File: config.mk
export PLATFORM = sky130hd
export DESIGN_NAME = lpc_front
export DESIGN_NICKNAME = d
export VERILOG_FILES = /design/src/rtl/core/lpc_pkg.sv /design/src/rtl/core/lpc_front.sv
export SDC_FILE = /design/constraint.sdc
export NUM_CORES = 1
export LEC_CHECK = 0
export BUFFER_PORTS_ARGS = -buffer_cell sky130_fd_sc_hd__buf_2
export CAP_MARGIN = 10
export CORE_ASPECT_RATIO = 0.5
export CORE_MARGIN = 5
export CORE_UTILIZATION = 35
export CTS_CLUSTER_DIAMETER = 40
export DETAILED_ROUTE_END_ITERATION = 6
export GPL_TIMING_DRIVEN = 0
export PLACE_DENSITY_LB_ADDON = 0.08
export SLEW_MARGIN = 40
export SYNTH_ARGS = -nofsm -noshare
export SYNTH_HDL_FRONTEND = slang
export SYNTH_SLANG_ARGS = --single-unit
export TNS_END_PERCENT = 1
File: constraint.sdc
create_clock -name clk_i -period 2.2 [get_ports clk_i]
set_clock_uncertainty 0.15 [all_clocks]
set_input_delay 0.22 -clock clk_i [delete_from_list [all_inputs] [get_ports clk_i]]
set_output_delay 0.22 -clock clk_i [all_outputs]
set_load 0.005 [all_outputs]
File: src/rtl/core/lpc_pkg.sv
`default_nettype none
package lpc_pkg;

  // Table and frame geometry
  localparam int unsigned PortCount    = 26;
  localparam int unsigned FrameBytes   = 666;
  localparam int unsigned SenderOffset = 400;
  localparam int unsigned HeaderBytes  = 14;

  localparam int unsigned PosW  = $clog2(FrameBytes + 1);
  localparam int unsigned IdxW  = (PortCount > 1) ? $clog2(PortCount) : 1;
  localparam int unsigned PortW = 5;
  localparam int unsigned ByteW = 8;

  localparam logic [ByteW-1:0] FillByte   = 8'hBE;
  localparam logic [ByteW-1:0] EmptyEntry = 8'hFF;

  // Depth of the request queue between front and back
  localparam int unsigned QDepth = 4;
  localparam int unsigned QPtrW  = $clog2(QDepth);
  localparam int unsigned QCntW  = $clog2(QDepth + 1);

  typedef enum logic {
    FuncByte = 1'b0,
    FuncRead = 1'b1
  } func_e;

  // Classified request from the front to the back
  typedef struct packed {
    func_e            func;
    logic             frame_ok;
    logic [ByteW-1:0] sender;
    logic [PortW-1:0] recv_port;
  } cmd_t;

  // One result item
  typedef struct packed {
    logic             probe_valid;
    logic [ByteW-1:0] sender_port;
    logic [ByteW-1:0] paired_port;
    logic             newly_recorded;
    logic             port_out_of_range;
  } res_t;

endpackage
`default_nettype wire

File: src/rtl/core/lpc_front.sv
`default_nettype none
module lpc_front (
  input  wire                       clk_i,
  input  wire                       rst_ni,
  input  wire                       accept_i,
  input  wire                       func_i,
  input  wire [lpc_pkg::PortW-1:0]  port_i,
  input  wire [lpc_pkg::ByteW-1:0]  data_byte_i,
  input  wire                       frame_end_i,
  output logic                      cmd_valid_o,
  output lpc_pkg::cmd_t             cmd_o
);
  import lpc_pkg::*;

  localparam logic [PosW-1:0] FrameLen  = PosW'(FrameBytes);
  localparam logic [PosW-1:0] SenderPos = PosW'(SenderOffset);
  localparam logic [PosW-1:0] SparePos  = PosW'(SenderOffset + 1);
  localparam logic [PosW-1:0] HeaderLen = PosW'(HeaderBytes);

  logic [PosW-1:0]  pos_q, pos_d, pos_n;
  logic             ok_q, ok_d, ok_n;
  logic [ByteW-1:0] snd_q, snd_d, snd_n;
  logic             is_byte;

  assign is_byte = accept_i && (func_e'(func_i) == FuncByte);

  // Advance the frame state by one byte
  always_comb begin
    pos_n = pos_q;
    ok_n  = ok_q;
    snd_n = snd_q;
    if (is_byte && (pos_q < FrameLen)) begin
      if (pos_q == SenderPos) begin
        snd_n = data_byte_i;
      end else if ((pos_q >= HeaderLen) && (pos_q != SparePos) &&
                   (data_byte_i != FillByte)) begin
        ok_n = 1'b0;
      end
      pos_n = pos_q + PosW'(1);
    end
    pos_d = pos_n;
    ok_d  = ok_n;
    snd_d = snd_n;
    // Drop the frame state once its last byte is in
    if (is_byte && frame_end_i) begin
      pos_d = '0;
      ok_d  = 1'b1;
      snd_d = '0;
    end
  end

  // Classify: reads and frame ends become requests for the back
  always_comb begin
    cmd_valid_o     = accept_i && ((func_e'(func_i) == FuncRead) || frame_end_i);
    cmd_o.func      = func_e'(func_i);
    cmd_o.recv_port = port_i;
    if (func_e'(func_i) == FuncRead) begin
      cmd_o.frame_ok = 1'b0;
      cmd_o.sender   = ByteW'(port_i);
    end else begin
      cmd_o.frame_ok = ok_n && (pos_n >= FrameLen);
      cmd_o.sender   = snd_n;
    end
  end

  always_ff @(posedge clk_i or negedge rst_ni) begin
    if (!rst_ni) begin
      pos_q <= '0;
      ok_q  <= 1'b1;
      snd_q <= '0;
    end else begin
      pos_q <= pos_d;
      ok_q  <= ok_d;
      snd_q <= snd_d;
    end
  end

endmodule
`default_nettype wire

; ---- Word-level counts from Yosys, hierarchy flattened
; Cells that the tools add are included.
; Widths: inputs -> output; s select.
[classes]
addsub = 1
order_cmp = 3
eq_ne = 3
n_mux = 10
bitwise = 1
n_reduce_logical = 8
[ops]
columns = op, count
row1 = $mux 8, 3
row2 = $mux 10, 2
row3 = $add 10x1->10 const B, 1
row4 = $eq 10x9->1 const B, 1
row5 = $ge 10x10->1 const B, 1
row6 = $ge 10x4->1 const B, 1
row7 = $lt 10x10->1 const B, 1
row8 = $ne 10x9->1 const B, 1
row9 = $mux 9, 1
row10 = $ne 8x8->1 const B, 1
row11 = $logic_and 1x1->1, 7
row12 = $mux 1, 4
row13 = $logic_or 1x1->1, 1
row14 = $not 1->1, 1
[word_totals]
regBits = 19
input_bits = 18
output_inout_bits = 16
word_cells = 29

; ---- Longest topological paths before layout
[depth]
word_depth = 8
ltp_mapped = 8
depth_no_buf = 7

; ---- Worst setup path after synthesis
; OpenSTA, ideal clock, no wires.
[synth_timing]
kind = reg2out
startpoint = reg pos_q[8]
endpoint = out cmd_o[13] in the netlist's numbering
arrival_ps = 1855
required_time_ps = 1830
setup_slack_ps = -25
stages_incl_launch_ff = 9
n_path_buf = 2
path_cell_list = dfrtp_1 buf_6 nand4bb_4 o21bai_4 and2_4 buf_6 o311a_1 a311oi_1 a2111oi_2
[synth_rtl]
columns = item, line
row1 = "start, declared", lpc_front.sv:20  ; logic [PosW-1:0] pos_q, pos_d, pos_n;
row2 = "start signal, assigned", lpc_front.sv:72  ; pos_q <= pos_d;
row3 = "end, declared", lpc_front.sv:11  ; output lpc_pkg::cmd_t cmd_o

==> results.md <==
* Count of different cell masters after synthesis at 42
* Syn Area/Cell at 9.45 sq um
* Switching Fraction at 34.6%
* Max cap viols at 0
* Worst reg2reg endpoint: pos_q[3]
* FF-to-FF Start: pos_q[1]
* Hold_sp: frame_end_i
* Final WS setup at -422 ps
* Crit end category: primary output
* Max stage delay cell, worst path: dfrtp_1
* Worst-margin pin slew at 630 ps
* Hold Path Depth at 3
* Largest net degree at the start of global routing at 20
* Crit path buf inv count at 3
* Fraction of layout cells with a size suffix above 1 at 45.6%
* Die area at 5250 sq um
* Post-DP Area at 1580 sq um
* Mapped Area at 1340 sq um
* YS warnings at 0
* Crit-path cells: buf_6 > a21o_4 > a211oi_4 > buf_6 > nand4_4 > xor2_1 > a2111oi_2 > buf_2
* Crit path top cell by count: buf_6
* Core Rows at 15
* Core area at 3570 sq um
* Ports at 34
* PD cells at 552 nW/um^2
* GRT overflow at 0
* Final period util at 119%
* Post-synthesis register bit count at 19
* Gate power share at 31.5%
* R2R depth at 8
* Clock slew at reported path FFs at 80 ps
* Failing checks: negative setup slack
* Hold Path Class: input port to flip-flop
* Fillcell total at 358
* Clock network fraction of total power at 26.1%
* Die H at 53.8 microns
* Slowest Stage Delay on Critical Path at roughly 380 ps
* Top_reg_cell synth: dfrtp_1
* Final setup viols at 9
* Initial Util at 37.6%
* Final Max Tran Viols at 0
* ANT cells at 0
* P_sw at 0.348 mW
* RSZ-0062 raised after global routing: true
* Fin. Hold Viols at 0
* Iteration-0 DRC Markers at 23
* Setup Crit Path Kind: flip-flop to primary output
* Status: finished with violations
* First-pass GRT wire length at 6070 microns
* Max clock buf depth at 2
* Via Count at roughly 1200
* Critical Path AT at 2250 ps
* Leak at a little under 0.9 nW
* Gpl congestion at 0.744
* Int Power at 0.659 mW
* Post-DP HPWL at 2340 microns
* Num CTS Buffers at 3
* Critical path launch point: pos_q[8]
* Sequential Power Share at between 40% and 50%
* Buffers on Ports at 33
* H-tree depth at 1
* Worst path required time at 1830 ps
* CTS Root Cell: clkbuf_8
* Overall routed net length at 3360 microns
* R2R setup slack at 200 ps
* Fin cells at roughly 240
* Multi-input gate area at 813 sq um
* Top Family by Delay on Critical Path: compound AO/OA/AOI/OAI gates
* Post-layout instance area at 1820 sq um
* Routed Antenna Nets at 0
* GRT Total Usage at 14.6%
* Placed cell count at 226
* DR DRC count at 0
* Die X at slightly below 100 microns
* Post-Synthesis Cells at 142
* Final worst path period need at 2620 ps
* CTS tree: built
* DR vias/cell at 4.89
* Worst min-delay path endpoint: ok_q
* EDFF count, synth at 0
* DRT Pass-1 Iters at 4
* Nets at roughly 220
* Crit-path max FO at 4
* Initial antenna violation count at 0
* Worst IR drop on VDD at 0.200 mV
* Max Fclk at 381 MHz
* Vias in the first global route at around 1300
* Layout area overhead at 35.9%
* Flip-flop and latch area at ~480 sq um
* Seq/Total Area, Yosys at 35.5%
* CTS Sinks at 19
* Ys async rst share at 100%
* Sum Neg Setup Slack at -2300 ps
* Routed WL per cell at around 14 microns
* Critical Path Start Type: flip-flop
* Syn_nets at between 150 and 200
* Clock latency at the later pin of the worst-skew pair at around 260 ps
* Rel. slew slack at 57.9%
==> power groups by stage <==
stage | sequential (mW) | combinational [mW] | clock, mW
floorplan | 0.407 | 0.202 | 0
global placement | 0.415 | 0.281 | 0
detailed placement | 0.415 | 0.283 | 0
CTS | 0.424 | 0.314 | 0.271
global route | 0.435 | 0.363 | 0.287
finish | 0.427 | 0.317 | 0.263
==> Yosys cell counts (3+ instances only) <==
| library cell | instances | share of area [%] |
|---|---|---|
| ha_1 | 3 | 2.8 |
| nor2b_1 | 3 | 1.4 |
| nand2_1 | 4 | 1.1 |
| nor2_1 | 28 | 7.8 |
| inv_1 | 8 | 2.2 |
| xor2_1 | 4 | 2.6 |
| buf_4 | 7 | 3.9 |
| dfrtp_1 | 18 | 34 |
| xnor2_1 | 6 | 3.9 |
| nand3_1 | 8 | 3.0 |
| mux2i_1 | 14 | 10 |
==> logic make-up after synthesis <==
| kind of cell | share of synthesized area (%) |
|---|---|
| mux | 10.4 |
| xor+xnor | 6.53 |
| compound gates | 11.5 |
| flops | 35.5 |
| fa+ha+maj | 2.80 |
| simple gates | 24.1 |
| buf+inv | 9.14 |
==> cells in the final DEF (no fill, tap or decap), drive strengths merged, types with 2 or more instances in the layout <==
cell type / netlist / final
a21oi: 3 / 3
and2: 3 / 3
buf: 11 / 57
clkbuf: 2 / 5
dfrtp: 18 / 18
ha: 3 / 3
inv: 8 / 8
mux2i: 14 / 14
nand2: 5 / 5
nand3: 8 / 8
nand4: 3 / 3
nand4b: 2 / 2
nor2: 28 / 28
nor2b: 3 / 3
nor3: 3 / 3
xnor2: 6 / 6
xor2: 4 / 4
==> flip-flops by register name, indices dropped and copies added (netlist names) <==
signal and cells:
ok_q 1, pos_q 10, snd_q 8
==> area by class of cell <==
| cell class | instances | share of cell area, % |
|---|---|---|
| buffer | 9 | 3.50 |
| clock buffer | 3 | 2.26 |
| clock inverter | 1 | 0.412 |
| inverter | 8 | 1.65 |
| multi-input combinational | 102 | 44.6 |
| sequential | 19 | 26.6 |
| tap | 51 | 3.50 |
| timing repair buffer | 51 | 17.5 |
==> worst max path at each step <==
| stage | depth (start not counted) | to | slack [ps] |
|---|---|---|---|
| after floorplan | 7 | cmd_o[13] | 9 |
| after global placement | 8 | cmd_o[13] | -360 |
| after detailed placement | 8 | cmd_o[13] | -350 |
| after CTS | 8 | cmd_o[13] | -400 |
| after global routing | 8 | cmd_o[13] | -520 |
| final | 8 | cmd_o[13] | -420 |
==> tightest hold or removal path, cell delays in order <==
cell and delay [ps]:
buf_2 110, inv_1 60, o21ai_0 90
==> layer usage <==
metal / track usage [%] / share of wire (%) / up-vias
met4: 2.30 / 1.1 / 0
met2: 23.5 / 43 / 32
met1: 20.2 / 51 / 580
met5: 0 / 0 / -
met3: 4.14 / 4.6 / 4
li1: - / - / 578
==> stage by stage <==
stage	hold WS (ps)	power, mW	util, %	worst slack [ps]
finish	73.6	1.01	51.1	-422
global route	77.4	1.09	51.1	-516
CTS	65.9	1.01	50.1	-401
detailed placement	51.0	0.698	44.2	-346
global placement	53.3	0.696	44.2	-356
floorplan	-226	0.609	-	9.27
==> what timing repair did <==
item / CTS / global route
endpoints found under the setup margin: 17 / 9
hold endpoints to repair: 18 / 0
setup buffers: 16 / 1
pin swaps: 15 / 4
gates resized for setup: 10 / 10
hold buffers: 1 / 0
Power figures use the tool's default switching activity.
